File: config.mk
export PLATFORM = sky130hd
export DESIGN_NAME = moi_ctrl
export DESIGN_NICKNAME = d
export VERILOG_FILES = /design/src/design/moi_pkg.sv /design/src/design/moi_ctrl.sv
export SDC_FILE = /design/constraint.sdc
export NUM_CORES = 1
export LEC_CHECK = 0
export BUFFER_PORTS_ARGS = -buffer_cell sky130_fd_sc_hd__buf_2
export CAP_MARGIN = 10
export CORE_AREA = 8 8 45 47
export DETAILED_ROUTE_END_ITERATION = 10
export DIE_AREA = 0 0 53 55
export GPL_TIMING_DRIVEN = 0
export PLACE_DENSITY = 0.62
export SLEW_MARGIN = 20
export SYNTH_ARGS = -nofsm -noshare
export SYNTH_HDL_FRONTEND = slang
export SYNTH_SLANG_ARGS = --single-unit
File: constraint.sdc
create_clock -name i_clk -period 1.2 [get_ports i_clk]
set_input_delay 0.06 -clock i_clk [delete_from_list [all_inputs] [get_ports i_clk]]
set_output_delay 0.06 -clock i_clk [all_outputs]
set_load 0.01 [all_outputs]
File: src/design/moi_pkg.sv
// Shared types and constants for the mecanum odometry integrator.
// No dependencies; used by moi_ctrl, moi_dp and the top level.
`default_nettype none
package moi_pkg;

    localparam int ATAN_ENTRIES = 24;
    localparam int ANG_W        = 36;   // CORDIC angle, Q.30 radians
    localparam int XY_W         = 34;   // CORDIC vector, Q.30
    localparam int DIV_W        = 68;   // rotated sum before the divide
    localparam int REM_W        = 7;    // remainder of the divide by 125
    localparam int ACC_W        = 48;

    // divide by 128000 = shift by 10, then divide by 125 in 16-bit chunks
    localparam int DIV_PRE    = 10;
    localparam int DIV_CHUNK  = 16;
    localparam int DIV_CHUNKS = 4;
    localparam int RECIP_SH   = 30;

    localparam logic signed [XY_W-1:0]  CORDIC_X0   = 34'sd652032874;
    localparam logic signed [ANG_W-1:0] PI_Q30      = 36'sd3373259426;
    localparam logic signed [ANG_W-1:0] HALF_PI_Q30 = 36'sd1686629713;
    localparam logic [23:0]             RECIP_125   = 24'd8589935;  // ceil(2^30/125)
    localparam logic [REM_W-1:0]        DIV_125     = 7'd125;
    localparam logic [DIV_W-1:0]        DIV_ROUND   = 68'd64000;

    localparam logic FUNC_SAMPLE = 1'b0;
    localparam logic FUNC_CLEAR  = 1'b1;

    typedef enum logic [3:0] {
        ST_IDLE, ST_CORDIC, ST_GAIN, ST_ROTA, ST_ROTB, ST_SUM, ST_DIV, ST_ACC, ST_DONE
    } t_state;

    typedef struct packed {
        logic load;
        logic cordic;
        logic gain;
        logic rota;
        logic rotb;
        logic sum;
        logic div;
        logic acc;
        logic publish;
    } t_cmd;

    typedef struct packed {
        logic compute;
        logic cordic_last;
        logic div_last;
    } t_status;

    function automatic logic signed [ANG_W-1:0] atan_q30(input logic [4:0] i);
        logic signed [ANG_W-1:0] v;
        case (i)
            5'd0:  v = 36'sd843314856;
            5'd1:  v = 36'sd497837829;
            5'd2:  v = 36'sd263043836;
            5'd3:  v = 36'sd133525158;
            5'd4:  v = 36'sd67021686;
            5'd5:  v = 36'sd33543515;
            5'd6:  v = 36'sd16775850;
            5'd7:  v = 36'sd8388437;
            5'd8:  v = 36'sd4194282;
            5'd9:  v = 36'sd2097149;
            5'd10: v = 36'sd1048575;
            5'd11: v = 36'sd524287;
            5'd12: v = 36'sd262143;
            5'd13: v = 36'sd131071;
            5'd14: v = 36'sd65535;
            5'd15: v = 36'sd32767;
            5'd16: v = 36'sd16383;
            5'd17: v = 36'sd8191;
            5'd18: v = 36'sd4095;
            5'd19: v = 36'sd2047;
            5'd20: v = 36'sd1023;
            5'd21: v = 36'sd511;
            5'd22: v = 36'sd255;
            5'd23: v = 36'sd127;
            default: v = '0;
        endcase
        return v;
    endfunction

endpackage
`default_nettype wire

File: src/design/moi_ctrl.sv
// Sequencer for the odometry integrator: steps the datapath through one word.
// Depends on moi_pkg.
`default_nettype none
module moi_ctrl (
    input  wire              i_clk,
    input  wire              i_rst_n,
    input  wire              i_in_valid,
    output logic             o_in_ready,
    output logic             o_out_valid,
    input  wire              i_out_ready,
    input  moi_pkg::t_status i_status,
    output moi_pkg::t_cmd    o_cmd
);
    moi_pkg::t_state r_state, n_state;
    logic            r_valid, n_valid;
    logic            w_accept, w_pub;

    assign w_accept = i_in_valid && (r_state == moi_pkg::ST_IDLE);
    assign w_pub    = (r_state == moi_pkg::ST_DONE) && (!r_valid || i_out_ready);

    always_comb begin
        n_state = r_state;
        case (r_state)
            moi_pkg::ST_IDLE: begin
                if (w_accept) begin
                    n_state = i_status.compute ? moi_pkg::ST_CORDIC : moi_pkg::ST_DONE;
                end
            end
            moi_pkg::ST_CORDIC: begin
                if (i_status.cordic_last) n_state = moi_pkg::ST_GAIN;
            end
            moi_pkg::ST_GAIN: n_state = moi_pkg::ST_ROTA;
            moi_pkg::ST_ROTA: n_state = moi_pkg::ST_ROTB;
            moi_pkg::ST_ROTB: n_state = moi_pkg::ST_SUM;
            moi_pkg::ST_SUM:  n_state = moi_pkg::ST_DIV;
            moi_pkg::ST_DIV: begin
                if (i_status.div_last) n_state = moi_pkg::ST_ACC;
            end
            moi_pkg::ST_ACC:  n_state = moi_pkg::ST_DONE;
            moi_pkg::ST_DONE: begin
                if (w_pub) n_state = moi_pkg::ST_IDLE;
            end
            default: n_state = moi_pkg::ST_IDLE;
        endcase
    end

    always_comb begin
        o_in_ready    = (r_state == moi_pkg::ST_IDLE);
        o_cmd         = '0;
        o_cmd.load    = w_accept;
        o_cmd.cordic  = (r_state == moi_pkg::ST_CORDIC);
        o_cmd.gain    = (r_state == moi_pkg::ST_GAIN);
        o_cmd.rota    = (r_state == moi_pkg::ST_ROTA);
        o_cmd.rotb    = (r_state == moi_pkg::ST_ROTB);
        o_cmd.sum     = (r_state == moi_pkg::ST_SUM);
        o_cmd.div     = (r_state == moi_pkg::ST_DIV);
        o_cmd.acc     = (r_state == moi_pkg::ST_ACC);
        o_cmd.publish = w_pub;
        o_out_valid   = r_valid;
        n_valid       = w_pub ? 1'b1 : (i_out_ready ? 1'b0 : r_valid);
    end

    always_ff @(posedge i_clk) begin
        if (!i_rst_n) begin
            r_state <= moi_pkg::ST_IDLE;
            r_valid <= 1'b0;
        end else begin
            r_state <= n_state;
            r_valid <= n_valid;
        end
    end
endmodule
`default_nettype wire

-- Word-level counts from Yosys, hierarchy flattened
Index checks and enable logic that the tools add are counted.
- register bits: 5
- latch bits: 0
- memory bits (writable): 0
- memory bits (read-only): 0
- input bits: 7
- output and inout bits: 11
- word-level logic and storage cells: 29
- memories kept: 0
- add/sub/neg operators: 0
- $mul: 0
- div/mod/pow operators: 0
- magnitude comparators: 0
- equality and inequality tests: 12
- shift operators: 0
- multiplexer cells: 8
- bitwise gates (word level): 0
- reductions and logical operators: 7
- operator list (cell ; count):
    $pmux W4 S9 ; 1
    $mux W4 ; 5
    $eq A4 B3 Y1 const B ; 4
    $eq A4 B2 Y1 const B ; 2
    $ne A2 B2 Y1 const B ; 3
    $eq A4 B1 Y1 const B ; 1
    $eq A4 B4 Y1 const B ; 1
    $logic_not A4 Y1 ; 1
    $reduce_and A4 Y1 ; 1
    $logic_and A1 B1 Y1 ; 2
    $mux W1 ; 2
    $ne A2 B1 Y1 const B ; 1
    $reduce_bool A2 Y1 ; 1
    $logic_not A1 Y1 ; 1
    $logic_or A1 B1 Y1 ; 1

-- Logic depth before layout (Yosys ltp)
- word-level depth: 5
- mapped depth: 4

-- Worst setup path after synthesis
No wires, ideal clock.
- path type: register to output
- from: register r_state[1]
- to: output port o_cmd[8] in the netlist's numbering
- data arrival time: 1.134 ns
- path slack: 0.006 ns
- cell stages (with the launch flop): 5
- cells stage by stage: dfxtp_1 -> buf_6 -> nor4_2 -> and2_1 -> buf_4
- word-level cells in the longest chain between the ends: 2
- ends and longest elaborated chain (element ; line ; text):
    from (decl) ; moi_ctrl.sv:14 ; moi_pkg::t_state r_state, n_state;
    from (signal assigned) ; moi_ctrl.sv:65 ; r_state <= moi_pkg::ST_IDLE;
    from (signal assigned) ; moi_ctrl.sv:68 ; r_state <= n_state;
    $logic_not A4 Y1 ; -- ;
    via o_in_ready ; moi_ctrl.sv:8 ; output logic o_in_ready,
    $logic_and A1 B1 Y1 ; moi_ctrl.sv:18 ; assign w_accept = i_in_valid && (r_state == moi_pkg::ST_IDLE);
    to (decl) ; moi_ctrl.sv:12 ; output moi_pkg::t_cmd o_cmd
The timed path passes the listed nets, and every way through them passes these cells.

==> impl_metrics.env <==
export IMPL_status="finished with violations"
export IMPL_violations="setup timing"
export IMPL_slew_violations=0
export IMPL_timing_rr_end="r_state[3]"
export IMPL_p_int_uw=437.8
export IMPL_cts_made_buffers=3
export IMPL_cts_root_buffer="clkbuf_4"
export IMPL_drive_gt1_share_pct=67.53
export IMPL_cp_end_kind="primary output"
export IMPL_worst_setup_path_start_kind="flop"
export IMPL_crit_required_ns=1.14
export IMPL_rsz0062_at_grt="true"
export IMPL_wl_per_cell_um=13.65
export IMPL_layout_worst_path_cycle_share_pct=109.7
export IMPL_min_period_ns=1.316
export IMPL_peakVddDrop_v=0.0005226
export IMPL_pwr_share_clk_pct=30.2
export IMPL_cp_slowest_stage_delay_ns=0.33
export IMPL_synth_nets=54
export IMPL_diodes=0
export IMPL_whs_ns=0.07705
export IMPL_core_area_sq_mm=0.001384
export IMPL_vias_per_cell=4.828
export IMPL_whs_path_depth=2
export IMPL_yosysWarnings=0
export IMPL_finalSetupTns_ns=-0.3857
export IMPL_drt_iter0_markers=3
export IMPL_fin_ws_ns=-0.1164
export IMPL_synth_area_per_cell_sq_um=8.093
export IMPL_area_growth_pct=91.45
export IMPL_drtPass1Iterations=3
export IMPL_drc_errors=0
export IMPL_skew_ns=0.001710
export IMPL_final_nets=85
export IMPL_port_buffers=17
export IMPL_hold_path_endpoint="r_state[0]"
export IMPL_swShare_pct=28.83
export IMPL_antenna_found_initial=0
export IMPL_p_comb_share_pct=39.6
export IMPL_power_leakage_nw=0.3236
export IMPL_rrSetupSlack_ns=-0.02
export IMPL_ios=18
export IMPL_hold_violations=0
export IMPL_initial_core_util_pct=27.49
export IMPL_vias=449
export IMPL_power_frac_seq_pct=30.2
export IMPL_die_h_um=55
export IMPL_hpwlAfterDp_um=793.8
export IMPL_cp_max_fo=3
export IMPL_synthTopCellsByArea="dfxtp_1, nand2b_1, nor3_1"
export IMPL_ctsHtreeMaxLevel=1
export IMPL_critPathLaunch="r_state[0]"
export IMPL_fillerInstances=132
export IMPL_cts_tree="yes"
export IMPL_powerDensity_mw_per_mm2=844.8
export IMPL_tightest_slew_ns=0.3006
export IMPL_clkLatencyLatePin_ns=0.23
export IMPL_reg2reg_depth=6
export IMPL_clock_path_buffers=2
export IMPL_path_cells="buf_8 > nor4b_4 > nor2b_2 > buf_6"
export IMPL_worst_setup_path_type="flop to primary output"
export IMPL_first_global_vias=459
export IMPL_wl_um=1269
export IMPL_synthDistinctLibCells=24
export IMPL_yosysTopAreaCell="dfxtp_1"
export IMPL_netlist_area_sq_um=380.4
export IMPL_worst_ep_arrival_time_ns=1.26
export IMPL_fmax_mhz=759.7
export IMPL_cts_hold_buffers=0
export IMPL_grtUsageTotal_pct=8.420
export IMPL_path_clk_slew_ns=0.04
export IMPL_ys_seq_elements=5
export IMPL_holdCritStartpoint="i_rst_n"
export IMPL_finalWeightedCongestion=0.7758
export IMPL_die_w_um=53
export IMPL_drtAntennaViolNets=0
export IMPL_fp_dieArea_sq_mm=0.002915
export IMPL_grt_start_max_net_pins=11
export IMPL_synth_seq_area_share_pct=26.32
export IMPL_slew_headroom_pct=79.78
export IMPL_grt_pass1_wl_um=1856
export IMPL_setup_viol=10
export IMPL_num_rows=14
export IMPL_hold_path_class="primary input to flop"
export IMPL_p_sw_uw=177.3
export IMPL_rr_startpoint="r_state[1]"
export IMPL_drv_cap=0
export IMPL_synth_top_area_share_pct=26.32
export IMPL_cts_sinks=5
export IMPL_synthCells=47
export IMPL_overflow=0
export IMPL_crit_slowest_cell="dfxtp_2"
## worst max-delay path by stage
| stage | endpoint | slack, ns | cells past startpoint |
|---|---|---|---|
| final | o_cmd[0] | -0.12 | 4 |
| after global routing | o_cmd[0] | -0.18 | 4 |
| after CTS | o_cmd[0] | -0.12 | 4 |
| after detailed placement | o_cmd[0] | -0.08 | 5 |
| after global placement | o_cmd[0] | -0.07 | 5 |
| after floorplan | o_cmd[8] | 0.006 | 4 |
## worst max-delay path: cells and delay by family (launching register included)
family        cells  cell delay [ns]
simple gates      2             0.46
flops             1             0.33
buf+inv           2             0.24
## power by group through the flow
stage	clock, mW	combinational (mW)	sequential [mW]
6_report	0.185	0.244	0.186
2_1_floorplan	0	0.0972	0.187
4_1_cts	0.196	0.216	0.184
3_5_place_dp	0	0.143	0.187
3_3_place_gp	0	0.143	0.187
5_1_grt	0.204	0.260	0.186
## cell usage after synthesis
library cell	instances
buf_6	1
nor4_1	4
nor3_1	5
a31oi_1	1
nor2_1	4
clkbuf_4	1
inv_2	1
nand2_1	2
and3b_1	1
dfxtp_1	5
nor2b_1	2
nand2b_1	5
buf_2	1
buf_4	3
and2_1	1
nor4b_2	1
nor4_2	1
o211ai_1	1
a211oi_1	1
o41ai_2	1
o21a_1	2
xor2_1	1
nand3_1	1
a21oi_1	1
## metrics by stage
step / std cells / area, sq um / total power, mW / setup WS, ns / utilization (%)
6_report: 93 / 728.2 / 0.6152 / -0.1164 / 52.62
5_1_grt: 93 / 728.2 / 0.6498 / -0.1821 / 52.62
4_1_cts: 91 / 661.9 / 0.5963 / -0.1194 / 47.83
3_5_place_dp: 80 / 485.5 / 0.3307 / -0.08255 / 35.08
3_3_place_gp: 80 / 485.5 / 0.3304 / -0.06602 / 35.08
2_1_floorplan: 47 / 380.4 / 0.2838 / 0.005717 / -
## what timing repair did
item                                    in CTS  in global routing
gates resized for setup                     18                 12
pin swaps                                    3                  4
buffers inserted                             9                  2
endpoints found under the setup margin       8                 12
endpoints found under the hold margin        0                  0
gates cloned                                 0                  0
## cells in the final DEF (no fill, tap or decap), types with 2 or more instances in the layout
cell type  instances
buf_2             15
buf_4              8
buf_6              5
nand2b_1           4
buf_8              3
nor3_2             3
nor2_1             3
clkbuf_4           3
nor4_4             2
nand2_1            2
nor4_1             2
o21a_1             2
dfxtp_1            2
dfxtp_2            2
## layer usage
| layer | track usage [%] | share of wire, % | up-vias |
|---|---|---|---|
| met5 | 0 | 0 | - |
| met4 | 7.328 | 0.39 | 0 |
| met3 | 2.674 | 12 | 2 |
| met2 | 14.45 | 49 | 18 |
| met1 | 8.067 | 38 | 205 |
| li1 | - | - | 224 |
## cell families (layout without fill, tap and decap cells)
family          after synthesis  after routing  synth area share, %
buf+inv                       7             37                13.16
compound gates                7              7                15.13
flops                         5              5                26.32
xor+xnor                      1              1                2.303
simple gates                 27             27                43.09
## flip-flops by register name (all words and copies together) (netlist names)
| signal | count |
|---|---|
| r_state | 4 |
| o_out_valid | 1 |
## layout make-up
type	instances	area, sq um	area share [%]
well taps	16	20.02	2.749
multi-input cells	35	312.8	42.96
plain buffers	4	52.55	7.216
repair buffers	28	203.9	28.01
clock buffers	4	26.28	3.608
inverters	1	6.256	0.8591
flip-flops and latches	5	106.4	14.60
Power figures use the tool's default switching activity.
